**config.mk**
```make
export PLATFORM = sky130hd
export DESIGN_NAME = msb_first_bit_reader_top
export DESIGN_NICKNAME = d
export VERILOG_FILES = /design/src/rtl/core/msbr_pkg.sv /design/src/rtl/core/msbr_take.sv /design/src/rtl/core/msb_first_bit_reader_top.sv
export SDC_FILE = /design/constraint.sdc
export NUM_CORES = 1
export LEC_CHECK = 0
export ABC_CLOCK_PERIOD_IN_PS = 13600
export BUFFER_PORTS_ARGS = -buffer_cell sky130_fd_sc_hd__buf_2
export CAP_MARGIN = 0
export CORE_AREA = 2 2 227 229
export DETAILED_ROUTE_END_ITERATION = 8
export DIE_AREA = 0 0 229 231
export GPL_TIMING_DRIVEN = 0
export MAX_ROUTING_LAYER = met4
export PLACE_DENSITY = 0.48
export SLEW_MARGIN = 20
export SYNTH_ARGS = -nofsm -noshare
export SYNTH_HDL_FRONTEND = slang
export SYNTH_HIERARCHICAL = 1
export SYNTH_SLANG_ARGS = --single-unit
```
**constraint.sdc**
```tcl
create_clock -name clk -period 13.6 [get_ports clk]
set_input_delay 2.04 -clock clk [delete_from_list [all_inputs] [get_ports clk]]
set_output_delay 2.04 -clock clk [all_outputs]
set_load 0.02 [all_outputs]
```
**src/rtl/core/msbr_pkg.sv**
```systemverilog
package msbr_pkg;

  // item kinds carried on the input tuser
  typedef enum logic [1:0] {
    KIND_BYTE    = 2'd0,
    KIND_REQUEST = 2'd1,
    KIND_END     = 2'd2,
    KIND_REWIND  = 2'd3
  } kind_t;

  // result status carried on the output tuser
  typedef enum logic [1:0] {
    ST_OK       = 2'd0,
    ST_END      = 2'd1,
    ST_BUSY     = 2'd2,
    ST_OVERFLOW = 2'd3
  } status_t;

  localparam int VALUE_W = 64;
  localparam int WIDTH_W = 7;
  localparam int BYTE_W  = 8;

endpackage

```
**src/rtl/core/msbr_take.sv**
```systemverilog
// pulls the oldest take_w bits off the top of the valid window
module msbr_take #(
  parameter int STORE_BITS = 72,
  parameter int CNT_W      = 7
) (
  input  logic [STORE_BITS-1:0]          store_in,
  input  logic [CNT_W-1:0]               count_in,
  input  logic [msbr_pkg::WIDTH_W-1:0]   take_w,
  output logic [msbr_pkg::VALUE_W-1:0]   value,
  output logic [STORE_BITS-1:0]          store_out,
  output logic [CNT_W-1:0]               count_out
);

  localparam int XW = (STORE_BITS > msbr_pkg::VALUE_W) ? STORE_BITS : msbr_pkg::VALUE_W;

  logic [CNT_W-1:0] rest;
  logic [XW-1:0]    wide;

  // bits left behind after the take
  assign rest = count_in - CNT_W'(take_w);

  // barrel shift the window down, keep the low take_w bits
  always_comb begin
    wide  = XW'(store_in) >> rest;
    value = wide[msbr_pkg::VALUE_W-1:0] & ~({msbr_pkg::VALUE_W{1'b1}} << take_w);
  end

  // clear the consumed bits
  assign store_out = store_in & ~({STORE_BITS{1'b1}} << rest);
  assign count_out = rest;

endmodule

```
**src/rtl/core/msb_first_bit_reader_top.sv**
```systemverilog
// channel  | dir | tdata                               | tuser
// ---------+-----+-------------------------------------+--------------------
// s_axis   | in  | [7:0] data_byte, [14:8] width       | [1:0] kind
// m_axis   | out | [63:0] value                        | [1:0] status
//
// one beat accepted per cycle while s_axis_tready is high; a result passes from
// the input register through one barrel shift of the bit store into the result
// register, from which it leaves on m_axis.
// rst is synchronous and clears the store, counters and both valid flags.
// s_axis_tready drops only while the input register holds a beat and the
// output register holds a result that m_axis has not taken.
module msb_first_bit_reader_top #(
  parameter int MAX_WIDTH = 64
) (
  input  logic        clk,
  input  logic        rst,
  input  logic        s_axis_tvalid,
  output logic        s_axis_tready,
  input  logic [15:0] s_axis_tdata,  // [7:0] data_byte, [14:8] width, [15] zero
  input  logic [1:0]  s_axis_tuser,  // [1:0] kind
  output logic        m_axis_tvalid,
  input  logic        m_axis_tready,
  output logic [63:0] m_axis_tdata,  // [63:0] value
  output logic [1:0]  m_axis_tuser   // [1:0] status
);

  localparam int STORE_BITS = MAX_WIDTH + msbr_pkg::BYTE_W;
  localparam int CNT_W      = $clog2(STORE_BITS + 1);
  localparam int CMP_W      = (CNT_W + 1 > msbr_pkg::WIDTH_W) ? CNT_W + 1 : msbr_pkg::WIDTH_W;
  localparam logic [msbr_pkg::WIDTH_W-1:0] MAX_W = msbr_pkg::WIDTH_W'(MAX_WIDTH);

  // input register
  logic                              in_valid;
  msbr_pkg::kind_t                   in_kind;
  logic [msbr_pkg::BYTE_W-1:0]       in_byte;
  logic [msbr_pkg::WIDTH_W-1:0]      in_width;

  // reader state
  logic [STORE_BITS-1:0]             bit_store, bit_store_next;
  logic [CNT_W-1:0]                  bit_count, bit_count_next;
  logic                              pending, pending_next;
  logic [msbr_pkg::WIDTH_W-1:0]      pend_width, pend_width_next;
  logic                              ended, ended_next;

  // result register
  logic                              out_valid;
  logic [msbr_pkg::VALUE_W-1:0]      out_value;
  msbr_pkg::status_t                 out_status;

  logic                              fire;
  logic                              res_valid;
  logic [msbr_pkg::VALUE_W-1:0]      res_value;
  msbr_pkg::status_t                 res_status;

  logic [msbr_pkg::WIDTH_W-1:0]      sat_w;
  logic [CMP_W-1:0]                  app_count;
  logic                              overflow;
  logic [STORE_BITS-1:0]             app_store;

  logic [STORE_BITS-1:0]             take_store;
  logic [CNT_W-1:0]                  take_count;
  logic [msbr_pkg::WIDTH_W-1:0]      take_w;
  logic [msbr_pkg::VALUE_W-1:0]      take_value;
  logic [STORE_BITS-1:0]             take_store_out;
  logic [CNT_W-1:0]                  take_count_out;

  // handshake
  assign fire          = in_valid && (!out_valid || m_axis_tready);
  assign s_axis_tready = !in_valid || fire;
  assign m_axis_tvalid = out_valid;
  assign m_axis_tdata  = out_value;
  assign m_axis_tuser  = out_status;

  // capture input beat
  always_ff @(posedge clk) begin
    if (rst) begin
      in_valid <= 1'b0;
    end else if (s_axis_tready) begin
      in_valid <= s_axis_tvalid;
    end
    if (s_axis_tvalid && s_axis_tready) begin
      in_kind  <= msbr_pkg::kind_t'(s_axis_tuser);
      in_byte  <= s_axis_tdata[7:0];
      in_width <= s_axis_tdata[14:8];
    end
  end

  // byte append and width saturation
  always_comb begin
    sat_w     = (in_width > MAX_W) ? MAX_W : in_width;
    app_count = CMP_W'(bit_count) + CMP_W'(msbr_pkg::BYTE_W);
    overflow  = app_count > CMP_W'(STORE_BITS);
    app_store = {bit_store[STORE_BITS-msbr_pkg::BYTE_W-1:0], in_byte};
  end

  // a byte completes the pending request, a request takes from the current store
  always_comb begin
    if (in_kind == msbr_pkg::KIND_BYTE) begin
      take_store = app_store;
      take_count = CNT_W'(app_count);
      take_w     = pend_width;
    end else begin
      take_store = bit_store;
      take_count = bit_count;
      take_w     = sat_w;
    end
  end

  msbr_take #(
    .STORE_BITS (STORE_BITS),
    .CNT_W      (CNT_W)
  ) u_take (
    .store_in  (take_store),
    .count_in  (take_count),
    .take_w    (take_w),
    .value     (take_value),
    .store_out (take_store_out),
    .count_out (take_count_out)
  );

  // next state and result
  always_comb begin
    bit_store_next  = bit_store;
    bit_count_next  = bit_count;
    pending_next    = pending;
    pend_width_next = pend_width;
    ended_next      = ended;
    res_valid       = 1'b0;
    res_value       = '0;
    res_status      = msbr_pkg::ST_OK;
    case (in_kind)
      msbr_pkg::KIND_BYTE: begin
        if (overflow) begin
          res_valid  = 1'b1;
          res_status = msbr_pkg::ST_OVERFLOW;
        end else if (pending && app_count >= CMP_W'(pend_width)) begin
          bit_store_next = take_store_out;
          bit_count_next = take_count_out;
          pending_next   = 1'b0;
          res_valid      = 1'b1;
          res_value      = take_value;
        end else begin
          bit_store_next = app_store;
          bit_count_next = CNT_W'(app_count);
        end
      end
      msbr_pkg::KIND_REQUEST: begin
        if (pending) begin
          res_valid  = 1'b1;
          res_status = msbr_pkg::ST_BUSY;
        end else if (in_width == '0) begin
          res_valid = 1'b1;
        end else if (CMP_W'(bit_count) >= CMP_W'(sat_w)) begin
          bit_store_next = take_store_out;
          bit_count_next = take_count_out;
          res_valid      = 1'b1;
          res_value      = take_value;
        end else if (ended) begin
          res_valid  = 1'b1;
          res_status = msbr_pkg::ST_END;
        end else begin
          pending_next    = 1'b1;
          pend_width_next = sat_w;
        end
      end
      msbr_pkg::KIND_END: begin
        ended_next = 1'b1;
        if (pending) begin
          pending_next    = 1'b0;
          pend_width_next = '0;
          res_valid       = 1'b1;
          res_status      = msbr_pkg::ST_END;
        end
      end
      msbr_pkg::KIND_REWIND: begin
        bit_store_next  = '0;
        bit_count_next  = '0;
        pending_next    = 1'b0;
        pend_width_next = '0;
        ended_next      = 1'b0;
      end
      default: begin
        bit_store_next = bit_store;
      end
    endcase
  end

  // state update
  always_ff @(posedge clk) begin
    if (rst) begin
      bit_store  <= '0;
      bit_count  <= '0;
      pending    <= 1'b0;
      pend_width <= '0;
      ended      <= 1'b0;
    end else if (fire) begin
      bit_store  <= bit_store_next;
      bit_count  <= bit_count_next;
      pending    <= pending_next;
      pend_width <= pend_width_next;
      ended      <= ended_next;
    end
  end

  // result register
  always_ff @(posedge clk) begin
    if (rst) begin
      out_valid <= 1'b0;
    end else if (fire) begin
      out_valid <= res_valid;
    end else if (m_axis_tready) begin
      out_valid <= 1'b0;
    end
    if (fire && res_valid) begin
      out_value  <= res_value;
      out_status <= res_status;
    end
  end

endmodule

```
# Word-level counts from Yosys, hierarchy flattened
# Index checks and enable logic that the tools add are counted.
dict set report word_totals {
  register_bits 173
  in_bits 22
  out_inout_bits 68
  word_cells 108
}
dict set report classes {
  addsub 2
  magnitude_cmp 4
  n_eq_ne 11
  shifts 3
  muxes 53
  bitwise 4
  reduce_logical 19
}
# op count
set op_table {}
lappend op_table {{$mux 72} 6}
lappend op_table {{$mux 64} 5}
lappend op_table {{$pmux 72 s3} 1}
lappend op_table {{$pmux 64 s2} 1}
lappend op_table {{$mux 7} 13}
lappend op_table {{$and 72x72->72} 1}
lappend op_table {{$not 72->72} 1}
lappend op_table {{$shl 72x7->72 const A} 1}
lappend op_table {{$shr 72x7->64} 1}
lappend op_table {{$and 64x64->64} 1}
lappend op_table {{$not 64->64} 1}
lappend op_table {{$shl 64x7->64 const A} 1}
lappend op_table {{$pmux 7 s3} 2}
lappend op_table {{$mux 1} 19}
lappend op_table {{$ne 2x2->1 const B} 7}
lappend op_table {{$add 7x4->8 const B} 1}
lappend op_table {{$ge 8x7->1} 1}
lappend op_table {{$gt 8x7->1 const B} 1}
lappend op_table {{$ge 7x7->1} 1}
lappend op_table {{$gt 7x7->1 const B} 1}
lappend op_table {{$logic_not 7->1} 1}
lappend op_table {{$reduce_and 7->1} 1}
lappend op_table {{$sub 7x7->7} 1}
lappend op_table {{$pmux 1 s3} 2}
lappend op_table {{other kinds (16)} 25}

# Depth between registers and ports, before layout
# Gate-level depths: netlist of the first run.
dict set report logic_depth {
  depth_word 11
  ltp_mapped 20
  ltp_nobuf 14
}

# Cells and area by module
# The synthesis of the first run kept the hierarchy.
# mod instances cells_each area_each_um2 seq_area_each_um2
set modules_own_cells {}
lappend modules_own_cells {msb_first_bit_reader_top 1 756 8420.6 4294.1}
lappend modules_own_cells {msbr_take 1 950 6518.8 0.0}

# Least setup slack after synthesis of the first run
# OpenSTA, ideal clock, no wires.
dict set report synth_path {
  path_kind {in2reg}
  from {in m_axis_tready}
  to {reg out_value (netlist bit m_axis_tdata[0]) (enable)}
  setup_time_ps 490
  arrival_ps 5161
  t_required_ps 13110
  path_slack_ps 7949
  stages 3
  n_path_buf 0
  cell_sequence {nand2b_1 -> nand2_1 -> nor2_1}
}
dict set report synth_via {
  elab_chain_len 3
}
# element line_no
set synth_lines {}
lappend synth_lines {{from (decl)} msb_first_bit_reader_top.sv:22} ;# input logic m_axis_tready,
lappend synth_lines {{$logic_or 1x1->1} msb_first_bit_reader_top.sv:68} ;# assign fire = in_valid && (!out_valid || m_axis_tready);
lappend synth_lines {{$logic_and 1x1->1} msb_first_bit_reader_top.sv:68}
lappend synth_lines {{$logic_and 1x1->1} msb_first_bit_reader_top.sv:214} ;# if (fire && res_valid) begin
lappend synth_lines {{to (signal assigned)} msb_first_bit_reader_top.sv:215} ;# out_value <= res_value;
lappend synth_lines {{to (decl)} msb_first_bit_reader_top.sv:47} ;# logic [msbr_pkg::VALUE_W-1:0] out_value;
# Every way passes these cells.
# A chain may end at the register's enable or synchronous reset.

# Worst setup path after layout of the first run
dict set report layout_path {
  from {reg in_kind[0]}
  to {reg out_value (netlist bit m_axis_tdata[13]), data pin}
}
dict set report layout_via {
  elab_chain_len 9
  elab_cells_between_ends 16
  cone_classes {1 x add/sub; 1 x eq/ne; 2 x shift; 9 x mux; 2 x bitwise; 1 x reduce/logical}
}
# element line_no
set layout_lines {}
lappend layout_lines {{from (decl)} msb_first_bit_reader_top.sv:34} ;# msbr_pkg::kind_t in_kind;
lappend layout_lines {{from (signal assigned)} msb_first_bit_reader_top.sv:82} ;# in_kind <= msbr_pkg::kind_t'(s_axis_tuser);
lappend layout_lines {{$logic_not 2->1 *} msb_first_bit_reader_top.sv:98} ;# if (in_kind == msbr_pkg::KIND_BYTE) begin
lappend layout_lines {{$mux 7 *} msb_first_bit_reader_top.sv:98}
lappend layout_lines {{via take_w (one bit)} msb_first_bit_reader_top.sv:62} ;# logic [msbr_pkg::WIDTH_W-1:0] take_w;
lappend layout_lines {{$sub 7x7->7 *} msbr_take.sv:20} ;# assign rest = count_in - CNT_W'(take_w);
lappend layout_lines {{via take_count_out[3]} msb_first_bit_reader_top.sv:65} ;# logic [CNT_W-1:0] take_count_out;
lappend layout_lines {{$shr 72x7->64 *} msbr_take.sv:24} ;# wide = XW'(store_in) >> rest;
lappend layout_lines {{$and 64x64->64 *} msbr_take.sv:25} ;# value = wide[msbr_pkg::VALUE_W-1:0] & ~({msbr_pkg::VALUE_W{1'b1}} << take_w);
lappend layout_lines {{via take_value (one bit)} msb_first_bit_reader_top.sv:63} ;# logic [msbr_pkg::VALUE_W-1:0] take_value;
lappend layout_lines {{$mux 64} msb_first_bit_reader_top.sv:153} ;# end else if (CMP_W'(bit_count) >= CMP_W'(sat_w)) begin
lappend layout_lines {{$mux 64} msb_first_bit_reader_top.sv:151} ;# end else if (in_width == '0) begin
lappend layout_lines {{$mux 64} msb_first_bit_reader_top.sv:148} ;# if (pending) begin
lappend layout_lines {{$pmux 64 s2 *} msb_first_bit_reader_top.sv:131} ;# case (in_kind)
lappend layout_lines {{via res_value (one bit)} msb_first_bit_reader_top.sv:52} ;# logic [msbr_pkg::VALUE_W-1:0] res_value;
# The timed path passes the listed nets; every way through them passes the cells marked *.

==> results of run 1 <==
cells in the final DEF (no fill, tap or decap), types with 80 or more instances in the layout:
master / count
and2_1: 85
a21oi_1: 143
edfxtp_1: 83
buf_2: 138
nor2_1: 130
clkbuf_1: 80
nand2_1: 205
o21ai_0: 141
dfxtp_1: 90
mux2_2: 85
registers in the layout, indices dropped and copies added (netlist names):
register       flops
in_kind            2
pend_width         7
in_byte            8
in_width           7
ended              1
m_axis_tuser       2
bit_store         72
in_valid           1
bit_count          7
m_axis_tvalid      1
m_axis_tdata      64
pending            1
layer usage:
metal	track usage (%)	share of wire, %	vias to the layer above
li1	-	-	6643
met1	34.77	43	7412
met2	41.18	44	815
met3	4.743	7.4	187
met4	15.24	5.3	0
met5	-	0	-
power groups by stage:
| stage | clock, mW | sequential, mW | combinational (mW) |
|---|---|---|---|
| final | 0.524 | 0.587 | 1.13 |
| after detailed placement | 0 | 0.598 | 1.08 |
| after global placement | 0 | 0.599 | 1.08 |
| after floorplan | 0 | 0.592 | 0.660 |
| after global routing | 0.552 | 0.589 | 1.17 |
| after CTS | 0.537 | 0.586 | 1.08 |
worst paths after layout:
kind                         startpoint  depth (start not counted)                          to  slack [ns]
min          pend_width[2]$_SDFFE_PP0P_                          1  pend_width[2]$_SDFFE_PP0P_        0.51
max                in_kind[0]$_DFFE_PP_                         18  m_axis_tdata[13]$_DFFE_PP_        6.13
min reg2reg  pend_width[2]$_SDFFE_PP0P_                          1  pend_width[2]$_SDFFE_PP0P_        0.51
max reg2reg        in_kind[0]$_DFFE_PP_                         18  m_axis_tdata[13]$_DFFE_PP_        6.13
final cells by class:
class / instances / share of cell area [%]
multi-input combinational: 1342 / 57.98
sequential: 173 / 25.41
tap: 680 / 5.034
buffer: 156 / 4.301
clock buffer: 21 / 2.917
timing repair buffer: 91 / 2.887
inverter: 35 / 0.7774
clock inverter: 11 / 0.6885
through the flow:
| stage | area [um2] | total power, mW |
|---|---|---|
| finish | 16900 | 2.243 |
| global route | 16900 | 2.313 |
| CTS | 16900 | 2.205 |
| detailed placement | 16290 | 1.676 |
| global placement | 16230 | 1.682 |
| floorplan | 14940 | 1.251 |
cell families (layout without fill, tap and decap cells):
family                     Yosys count  count (layout)  synth area share [%]
adders and majority gates           22              22                 1.893
muxes                              224             224                 21.26
DFF                                173             173                 28.74
and+or+nand+nor                    548             548                 16.91
buffers and inverters              191             314                 5.745
xor gates and xnor gates             9               9                0.7790
AOI/OAI and AO/OA                  539             539                 24.67
==> metrics.md, run 1 <==
| Metric | Value |
|---|---|
| RSZ-0062 raised after global routing | no |
| Worst skew pair latency | ~0.50 ns |
| Cells after Synth | 1,706 |
| CTS Buf Count | 17 |
| Status | finished clean |
| Number of diodes | 0 |
| Top cell family by delay on the critical path | buffers and inverters |
| Switching power | ~1.1 mW |
| Inst Count DP | 2,477 |
| Vias | approximately 15,000 |
| Critical Path Max Stage Delay | approximately 0.87 ns |
| Register area share after synthesis | between 20% and 30% |
| CP Capture Type | register |
| Setup TNS | 0 ns |
| Reg power frac | 26.2% |
| Hold_buf cts | 0 |
| Ranking of synthesized cells by area | edfxtp_1, dfxtp_1, mux4_2, mux2_2, nand2_1 |
| WS Path Type | reg -> reg |
| Post-synthesis instance area | roughly 15,000 um2 |
| Post-route clock period utilization | about 55% |
| Final nets | around 1,900 |
| Initial antenna violation count | 1 |
| Die height | around 230 um |
| DRT Pass-1 Iters | 5 |
| Endpoints failing setup | 0 |
| Fin Clk Skew | between 0.015 and 0.02 ns |
| Max Slew Vio Count | 0 |
| WP data required | 13.95 ns |
| Area Overhead vs Synth | 13.12% |
| GRT Util Overall | between 20% and 30% |
| Fillers | about 5,400 |
| Worst-case clock buffer depth | 2 |
| Sink Count | roughly 170 |
| First-pass GRT wire length | a little over 100,000 um |
| Mapped Nets | around 1,800 |
| Ratio of cells with drive above 1 in the final layout | between 20% and 30% |
| Post-Place Setup Slack | about 6.4 ns |
| Peak VDD IR | 0.08428 mV |
| Row count | 83 |
| Clk slew on worst S/H paths | 0.07 ns |
| Crit path top cell by count | clkbuf_1 |
| Die W | ~230 um |
| CTS tree | yes |
| Post-synth top cells | nand2_1, a21oi_1, o21ai_0 |
| Fin. Hold Viols | 0 |
| Gpl congestion | roughly 1.0 |
| Final setup margin | between 6 and 7 ns |
| Post-route ant nets | 0 |
| Final Util | 33.35% |
| Vias in the first global route | roughly 15,000 |
| Cell with the largest stage delay on the worst path | buf_1 |
| CTS resizes | 0 |
| Port buffer count | a little under 90 |
| Internal Power | around 1.2 mW |
| Post-synth top area share | 16.68% |
| Relative slew slack | a little under a quarter |
| Number of setup buffers added after CTS | 0 |
| DRT iter0 DRCs | 1,951 |
| Die Area | between 50,000 and 60,000 um2 |
| Ys Warns | 6 |
| Synth cell types | 78 |
| Post-synth top area cell | edfxtp_1 |
| Actual slew at the worst max-slew pin | ~1.2 ns |
| #FFs+latches synth | roughly 170 |
| Post-layout minimum cycle time | around 7.5 ns |
| Post-synth EDFFs | a little over 80 |
| Ys flop type | dfxtp_1 |
| Drt total wl | approximately 71,000 um |
| Sequential Area | 4294 um2 |
| Num ports | 90 |
| DR WL/cell | ~28 um |
| CP Cell Sequence | clkbuf_1 -> nor2_1 -> clkbuf_1 -> clkbuf_1 -> nand2_1 -> o21ai_0 -> clkbuf_1 -> inv_1 -> ha_1 -> or2_1 -> o22a_1 -> xnor2_4 -> inv_2 -> buf_2 -> buf_1 -> o21ai_0 -> a211oi_1 -> and2_1 |
| Final Non-Filler Cells | roughly 2,500 |
| Post-DP HPWL | between 50,000 and 60,000 um |
| Vias per std cell | around 6.0 |
| Number of max-cap violations | 0 |
| Most numerous cell in the Yosys netlist | nand2_1 |
| Worst Setup Start Kind | register |
| Pwr dens | between 100 and 150 nW/um2 |
| CP arrival | ~7.8 ns |
| Initial core utilization | 29.48% |
| Crit Path Max Fanout | 11 |
| Mean Syn Cell Area | 8.757 um2 |
| H-tree depth | 4 |
| Leak | ~6.5 nW |
| Root buffer cell | clkbuf_16 |
| Number of buffers and inverters on the critical path | 8 |
| Clock power share | 23.4% |
| Remaining Overflow, GRT | 0 |
| Async S/R FF share, synth | 0% |
| Multi-input logic area | 9799 um2 |
| Post-route DRC | 0 |
| Switching share of power | a little under half |
| Comb power frac | a little over 50% |
| Hold WS | roughly 0.51 ns |
| Core area | between 50,000 and 60,000 um2 |
| Largest net degree at the start of global routing | 29 |
| Peak Freq | 133.9 MHz |
| Class of the worst hold path | reg -> reg |
No activity file was read; power rests on OpenSTA's default activity.
==> run 2, diff against run 1 <==
--- a/config.mk
+++ b/config.mk
@@ -5,7 +5,7 @@
 export SDC_FILE = /design/constraint.sdc
 export NUM_CORES = 1
 export LEC_CHECK = 0
-export ABC_CLOCK_PERIOD_IN_PS = 13600
+export ABC_CLOCK_PERIOD_IN_PS = 7100
 export BUFFER_PORTS_ARGS = -buffer_cell sky130_fd_sc_hd__buf_2
 export CAP_MARGIN = 0
 export CORE_AREA = 2 2 227 229
==> constraint.sdc (replaced) <==
create_clock -name clk -period 7.1 [get_ports clk]
set_input_delay 1.065 -clock clk [delete_from_list [all_inputs] [get_ports clk]]
set_output_delay 1.065 -clock clk [all_outputs]
set_load 0.02 [all_outputs]
==> run 2 against run 1 <==
Compared with the run above:
- sequential share of layout area hardly changed
- fmax is 11% higher
- routed wire length hardly changed
- die area stayed put
- largest cell class unchanged
- via count hardly changed
- power is 92% higher
- non-clock buffer count stayed put
- clock skew is 0.0023 ns lower
- hold slack better by 0.0024 ns
- final area hardly changed
==> metrics.md, run 2 (synthesis gave the netlist of run 1 again) <==
| Metric | Value |
|---|---|
| WP data required | 7.46 ns (-6.49 ns) |
| Most frequent cells in the layout | nand2_1, a21oi_1, o21ai_0, buf_2, nor2_1 |
| CTS tree | yes |
| Number of max-cap violations | 0 (unchanged) |
| Crit. path cell count | 17 (-1) |
| Multi-input logic area | 9807 um2 (about the same) |
| Pwr dens | 254.8 nW/um2 (+92%) |
| Relative slew slack | 21.31% (-1.5 points) |
| Post-DP HPWL | 55,810 um (unchanged) |
| Vias | 15,063 (+0.040%) |
| Reg2reg start | in_kind[0]$_DFFE_PP_ |
| Remaining Overflow, GRT | 0 (unchanged) |
| Status | finished clean |
| Gpl congestion | 1.044 (unchanged) |
| GR Layer Usage met3 | 4.274% (-0.47 points) |
| Number of setup buffers added after CTS | 0 (unchanged) |
| Post-route clock period utilization | 94.93% (+40 points) |
| Initial antenna violation count | 1 (unchanged) |
| Placed Area | 16,290 um2 (unchanged) |
| Top reg by flops | bit_store |
| Hold EP | pend_width[2]$_SDFFE_PP0P_ |
| Root buffer cell | clkbuf_16 |
| Num ports | 90 (unchanged) |
| Endpoints failing setup | 0 (unchanged) |
| Ratio of cells with drive above 1 in the final layout | 23.67% (+0.27 points) |
| GR met1 Demand/Resource | 35.21% (+0.44 points) |
| Die Area | 52,900 um2 (unchanged) |
| Fin Clk Skew | 0.01672 ns (-0.002326 ns) |
| Final Util | 33.37% (about the same) |
| Worst Setup Start Kind | register |
| Hold path startpoint | pend_width[2]$_SDFFE_PP0P_ |
| Crit path top cell by count | clkbuf_1 |
| Fin area | 16,910 um2 (about the same) |
| Number of buffers and inverters on the critical path | 7 (-1) |
| Most used routing layer | met2 |
| CP arrival | 7.10 ns (-0.72 ns) |
| Die W | 229 um (unchanged) |
| Row count | 83 (unchanged) |
| Number of diodes | 0 (unchanged) |
| Worst-case clock buffer depth | 2 (unchanged) |
| Clk slew on worst S/H paths | 0.08 ns (about the same) |
| RSZ-0062 raised after global routing | no |
| Reg-to-reg slack, setup | 0.36 ns (-5.77 ns) |
| Hold Path Cell Cnt | 1 (unchanged) |
| Drt total wl | 70,790 um (about the same) |
| Worst skew pair latency | 0.50 ns (about the same) |
| H-tree depth | 4 (unchanged) |
| CTS Buf Count | 17 (unchanged) |
| DRT Pass-1 Iters | 5 (unchanged) |
| Top cell family by delay on the critical path | buffers and inverters |
| Die height | 231 um (unchanged) |
| Core area | 50,680 um2 (unchanged) |
| Actual slew at the worst max-slew pin | 1.175 ns (+0.01720 ns) |
| Sequential Area | 4294 um2 (unchanged) |
| WS Path Type | reg -> reg |
| Peak VDD IR | 0.1620 mV (+92%) |
| Area Overhead vs Synth | 13.20% (about the same) |
| Final Non-Filler Cells | 2,509 (unchanged) |
| Max Slew Vio Count | 0 (unchanged) |
| First-pass GRT wire length | 103,300 um (about the same) |
| Path depth of the worst reg2reg path | 17 (-1) |
| GR Layer Usage met2 | 41.45% (+0.27 points) |
| Crit Path Max Fanout | 10 (-1) |
| Commonest non-fill, non-tap cell in the layout | nand2_1 |
| Inst Count DP | 2,477 (unchanged) |
| Post-route DRC | 0 (unchanged) |
| Setup TNS | 0 ns (unchanged) |
| Cell with the largest stage delay on the worst path | clkbuf_1 |
| Vias in the first global route | 14,774 (+0.014%) |
| Peak Freq | 148.4 MHz (+11%) |
| Post-route ant nets | 0 (unchanged) |
| Final nets | 1,860 (unchanged) |
| Max reg flops | 72 (unchanged) |
| CP Capture Type | register |
| Critical Path Max Stage Delay | 0.72 ns (-0.15 ns) |
| Port buffer count | 88 (unchanged) |
| Fin. Hold Viols | 0 (unchanged) |
| Fillers | 5,441 (-0.018%) |
| DRT iter0 DRCs | 1,979 (+1.4%) |
| DR WL/cell | 28.21 um (about the same) |
| Vias per std cell | 6.004 (about the same) |
| GRT Util Overall | 27.39% (+0.036 points) |
| Worst R2R End | m_axis_tdata[13]$_DFFE_PP_ |
| CP Cell Sequence | clkbuf_1 -> nor2_2 -> clkbuf_2 -> clkbuf_1 -> nand2_1 -> o21ai_0 -> clkbuf_1 -> inv_1 -> ha_1 -> o21a_1 -> o2111a_1 -> a211oi_4 -> buf_2 -> clkbuf_1 -> a211oi_1 -> a211oi_1 -> and2_1 |
| Initial core utilization | 29.48% (unchanged) |
| Sink Count | 173 (unchanged) |
| Class of the worst hold path | reg -> reg |
| Leak | 6.551 nW (+0.15%) |
| Post-layout minimum cycle time | 6.740 ns (-0.7263 ns) |
| Largest net degree at the start of global routing | 29 (unchanged) |
==> run 2: routing by layer <==
layer	up-vias	routed length, um
met3	181	5257
met5	-	0
li1	6643	-
met4	0	3556
met1	7445	30350
met2	794	31620
==> run 2: where the power goes <==
group / internal, mW / switching [mW] / leakage, nW
sequential: 1.08 / 0.0417 / 1.63
clock: 0.543 / 0.462 / 0.298
combinational: 0.612 / 1.57 / 4.62
==> run 2: cell type report <==
type / count / share of cell area, %
plain buffers: 156 / 4.321
inverters: 35 / 0.7769
flip-flops and latches: 173 / 25.39
repair buffers: 91 / 2.885
multi-input cells: 1342 / 57.99
well taps: 680 / 5.031
clock buffers: 21 / 2.915
clock inverters: 11 / 0.6881
==> run 2: timing repair <==
action | in CTS | in global routing
resized for setup | 2 | 6
hold buffers | 0 | 0
pin swaps | 0 | 0
endpoints found under the setup margin | 2 | 22
==> run 2: through the flow <==
| step | setup slack (ns) | power, mW | hold WS [ns] |
|---|---|---|---|
| 5_1_grt | 0.1453 | 4.433 | 0.5277 |
| 3_5_place_dp | -0.1386 | 3.210 | 0.4935 |
| 4_1_cts | 0.07564 | 4.226 | 0.5116 |
| 3_3_place_gp | -0.1807 | 3.223 | 0.4912 |
| 2_1_floorplan | 1.738 | 2.397 | 0.4635 |
| 6_report | 0.3597 | 4.309 | 0.5097 |
==> run 2: worst max path at each step <==
stage / from / endpoint / slack [ns]
floorplan: bit_count[5]$_SDFFE_PP0P_ / m_axis_tdata[0]$_DFFE_PP_ / 1.74
global placement: in_kind[0]$_DFFE_PP_ / m_axis_tdata[13]$_DFFE_PP_ / -0.18
detailed placement: in_kind[0]$_DFFE_PP_ / m_axis_tdata[13]$_DFFE_PP_ / -0.14
CTS: in_kind[0]$_DFFE_PP_ / m_axis_tdata[13]$_DFFE_PP_ / 0.08
global route: in_kind[0]$_DFFE_PP_ / m_axis_tdata[59]$_DFFE_PP_ / 0.15
finish: in_kind[0]$_DFFE_PP_ / m_axis_tdata[13]$_DFFE_PP_ / 0.36
==> run 3, diff against run 2 <==
--- a/config.mk
+++ b/config.mk
@@ -5,12 +5,13 @@
 export SDC_FILE = /design/constraint.sdc
 export NUM_CORES = 1
 export LEC_CHECK = 0
+export ABC_AREA = 1
 export ABC_CLOCK_PERIOD_IN_PS = 7100
 export BUFFER_PORTS_ARGS = -buffer_cell sky130_fd_sc_hd__buf_2
 export CAP_MARGIN = 0
-export CORE_AREA = 2 2 227 229
+export CORE_AREA = 2 2 237 239
 export DETAILED_ROUTE_END_ITERATION = 8
-export DIE_AREA = 0 0 229 231
+export DIE_AREA = 0 0 239 241
 export GPL_TIMING_DRIVEN = 0
 export MAX_ROUTING_LAYER = met4
 export PLACE_DENSITY = 0.48
==> run 3 against run 2 <==
Compared with the run above:
- sequential power about the same
- first-iteration DRC count grew 18%
- non-clock buffer count rose by 36
- cell count is 45% higher
- setup slack better by 0.45 ns
- clock power rose by 5%
- hold slack worse by 0.037 ns
- via count up 37%
- register-to-register slack better by 0.45 ns
- critical path depth unchanged
- routed wire length up 30%
- critical path type unchanged
- highest routed layer unchanged
==> metrics.md, run 3 <==
| Metric | Value |
|---|---|
| Vias per std cell | 5.666 (-5.6%) |
| Post-synth top area cell | nand2_1 |
| Worst skew pair latency | 0.51 ns (about the same) |
| Status | finished clean |
| Fillers | 6,330 (+16%) |
| Die W | 239 um (+4.4%) |
| Cells after Synth | 2,824 (+66%) |
| CP arrival | 6.66 ns (-0.44 ns) |
| Die height | 241 um (+4.3%) |
| Ys Warns | 6 (unchanged) |
| Mapped Nets | 2,868 (+64%) |
| Hold EP | ended$_SDFFE_PP0P_ |
| Worst Setup Start Kind | register |
| CTS Buf Count | 17 (unchanged) |
| Number of setup buffers added after CTS | 0 (unchanged) |
| Post-layout minimum cycle time | 6.289 ns (-0.4515 ns) |
| Class of the worst hold path | reg -> reg |
| Post-route ant nets | 0 (unchanged) |
| Multi-input logic area | 10,400 um2 (+6.0%) |
| First-pass GRT wire length | 131,400 um (+27%) |
| Sequential Area | 4294 um2 (unchanged) |
| Fin. Hold Viols | 0 (unchanged) |
| WP data required | 7.47 ns (about the same) |
| #FFs+latches synth | 173 (unchanged) |
| Top reg by flops | bit_store |
| Fin area | 18,290 um2 (+8.2%) |
| Commonest non-fill, non-tap cell in the layout | nand2_1 |
| DRT Pass-1 Iters | 8 (+3) |
| RSZ-0062 raised after global routing | no |
| Leak | 8.425 nW (+29%) |
| Max reg flops | 72 (unchanged) |
| H-tree depth | 4 (unchanged) |
| Hold_buf cts | 0 (unchanged) |
| Vias in the first global route | 19,450 (+32%) |
| Crit Path Max Fanout | 10 (unchanged) |
| Worst-case clock buffer depth | 2 (unchanged) |
| Ranking of synthesized cells by area | nand2_1, nand3_1, edfxtp_1, dfxtp_1, nor2_1 |
| Reg power frac | 20.5% (-5.6 points) |
| Reg2reg start | in_kind[0]$_DFFE_PP_ |
| CTS resizes | 0 (-2) |
| Post-synth top cells | nand2_1, nand3_1, nor2_1 |
| Clk slew on worst S/H paths | 0.08 ns (about the same) |
| Hold Path Cell Cnt | 2 (+1) |
| DRT iter0 DRCs | 2,336 (+18%) |
| Relative slew slack | 24.32% (+3.0 points) |
| Gpl congestion | 1.015 (-2.7%) |
| Core area | 54,880 um2 (+8.3%) |
| WS Path Type | reg -> reg |
| Switching power | 3.084 mW (+49%) |
| Async S/R FF share, synth | 0% (unchanged) |
| Remaining Overflow, GRT | 0 (unchanged) |
| Clock power share | 19.3% (-4.0 points) |
| Ratio of cells with drive above 1 in the final layout | 7.846% (-16 points) |
| CTS tree | yes |
| DR WL/cell | 25.25 um (-10%) |
| Post-synth EDFFs | 83 (unchanged) |
| Post-route clock period utilization | 88.57% (-6.4 points) |
| Endpoints failing setup | 0 (unchanged) |
| CP Capture Type | register |
| Pwr dens | 298.8 nW/um2 (+17%) |
| Largest net degree at the start of global routing | 65 (+120%) |
| Max Slew Vio Count | 0 (unchanged) |
| Final nets | 2,975 (+60%) |
| Worst R2R End | m_axis_tdata[17]$_DFFE_PP_ |
| Final Util | 33.34% (-0.034 points) |
| Area Overhead vs Synth | 12.06% |
| Number of max-cap violations | 0 (unchanged) |
| Hold path startpoint | ended$_SDFFE_PP0P_ |
| Num ports | 90 (unchanged) |
| Drt total wl | 92,140 um (+30%) |
| Post-synthesis instance area | 16,320 um2 (+9.3%) |
| Peak Freq | 159.0 MHz (+7.2%) |
| Initial core utilization | 29.75% (+0.27 points) |
| Synth cell types | 44 (-44%) |
| Register area share after synthesis | 26.30% (-2.4 points) |
| Initial antenna violation count | 1 (unchanged) |
| Post-route DRC | 0 (unchanged) |
| Reg-to-reg slack, setup | 0.81 ns (+0.45 ns) |
| Row count | 86 (+3.6%) |
| Ys flop type | dfxtp_1 |
| Placed Area | 17,670 um2 (+8.5%) |
| Vias | 20,676 (+37%) |
| Most frequent cells in the layout | nand2_1, nand3_1, nor2_1, o21ai_0, inv_1 |
| Mean Syn Cell Area | 5.781 um2 (-34%) |
| Internal Power | 2.383 mW (+6.5%) |
| Switching share of power | 56.42% (+8.4 points) |
| Post-synth top area share | 18.30% (+1.6 points) |
| Most numerous cell in the Yosys netlist | nand2_1 |
| Port buffer count | 87 (-1.1%) |
| Comb power frac | 60.2% (+9.6 points) |
| Fin Clk Skew | 0.01827 ns (+0.001551 ns) |
| Post-DP HPWL | 73,920 um (+32%) |
| Path depth of the worst reg2reg path | 17 (unchanged) |
| Peak VDD IR | 0.2091 mV (+29%) |
| Root buffer cell | clkbuf_16 |
| Actual slew at the worst max-slew pin | 1.128 ns (-0.04759 ns) |
| Sink Count | 173 (unchanged) |
| Die Area | 57,600 um2 (+8.9%) |
| Setup TNS | 0 ns (unchanged) |
| GRT Util Overall | 32.67% (+5.3 points) |
run 3: changes by cell type in the layout (fill, tap and decap cells not counted), moves of 38 or more:
cell,delta
nand3_1,+568
mux4_2,-66
a211oi_1,-38
o21ai_0,+74
o21a_1,+58
and2_1,-84
a21oi_1,-65
mux2i_1,-72
mux2_2,-85
nor2_1,+230
nand2_1,+591
o221a_2,-68
inv_1,+159
run 3: through the flow:
step	setup slack (ns)	total power, mW	cells	hold slack, ns
global placement	1.000	4.326	3615	0.4725
floorplan	3.423	2.960	2824	0.4447
detailed placement	1.053	4.298	3616	0.4659
finish	0.8112	5.467	3649	0.4731
CTS	1.036	5.377	3648	0.4787
global route	0.6804	5.672	3648	0.5069
run 3: cells by family after synthesis:
kind of cell,count (synthesis),share of synthesized area (%)
flops,173,26.30
fa+ha+maj,22,1.732
buf+inv,397,10.01
simple gates,1793,46.46
xor+xnor,7,0.4676
compound gates,432,15.02
run 3: final cells by class:
| class | instances | area share, % |
|---|---|---|
| multi-input cells | 2254 | 56.83 |
| flip-flops and latches | 173 | 23.47 |
| well taps | 704 | 4.815 |
| plain buffers | 195 | 4.788 |
| inverters | 202 | 4.158 |
| repair buffers | 88 | 2.531 |
| clock buffers | 17 | 2.325 |
| clock inverters | 15 | 1.067 |
| diodes | 1 | 0.01368 |
run 3: power by group through the flow:
| stage | Combinational [mW] | Clock (mW) | Sequential [mW] |
|---|---|---|---|
| 3_3_place_gp | 3.18 | 0 | 1.14 |
| 6_report | 3.29 | 1.06 | 1.12 |
| 2_1_floorplan | 1.82 | 0 | 1.14 |
| 4_1_cts | 3.17 | 1.09 | 1.12 |
| 3_5_place_dp | 3.15 | 0 | 1.14 |
| 5_1_grt | 3.43 | 1.11 | 1.13 |
run 3: worst max path at each step:
stage                                     from                    endpoint  slack, ns  cells after the start
after CTS                 in_kind[0]$_DFFE_PP_  m_axis_tdata[17]$_DFFE_PP_       1.04                     17
after global routing      in_kind[0]$_DFFE_PP_  m_axis_tdata[17]$_DFFE_PP_       0.68                     17
after detailed placement  in_kind[0]$_DFFE_PP_  m_axis_tdata[17]$_DFFE_PP_       1.05                     17
final                     in_kind[0]$_DFFE_PP_  m_axis_tdata[17]$_DFFE_PP_       0.81                     17
after global placement    in_kind[0]$_DFFE_PP_  m_axis_tdata[17]$_DFFE_PP_        1.0                     17
after floorplan           in_kind[0]$_DFFE_PP_   m_axis_tdata[9]$_DFFE_PP_       3.42                     19
run 3: per-layer routing:
metal	global-route usage [%]	vias to the layer above	share of wire (%)
met4	20.17	0	6.8
met5	-	-	0
met1	40.26	9796	41
met2	51.00	1064	45
met3	4.072	237	7.0
li1	-	9579	-
run 3: critical path, cell delays in order (launching register included):
cell and delay, ns:
edfxtp_1 0.35, buf_2 0.22, nor2_4 0.23, clkbuf_1 0.52
clkbuf_1 0.58, nand2_1 0.10, o21ai_1 0.47, ha_1 0.31
fa_1 0.55, inv_2 0.25, clkbuf_1 0.48, nand3_1 0.12
o21ai_1 0.35, o21ai_0 0.33, o21ai_0 0.81, o21ai_0 0.18
nor2_1 0.14, o21a_1 0.14
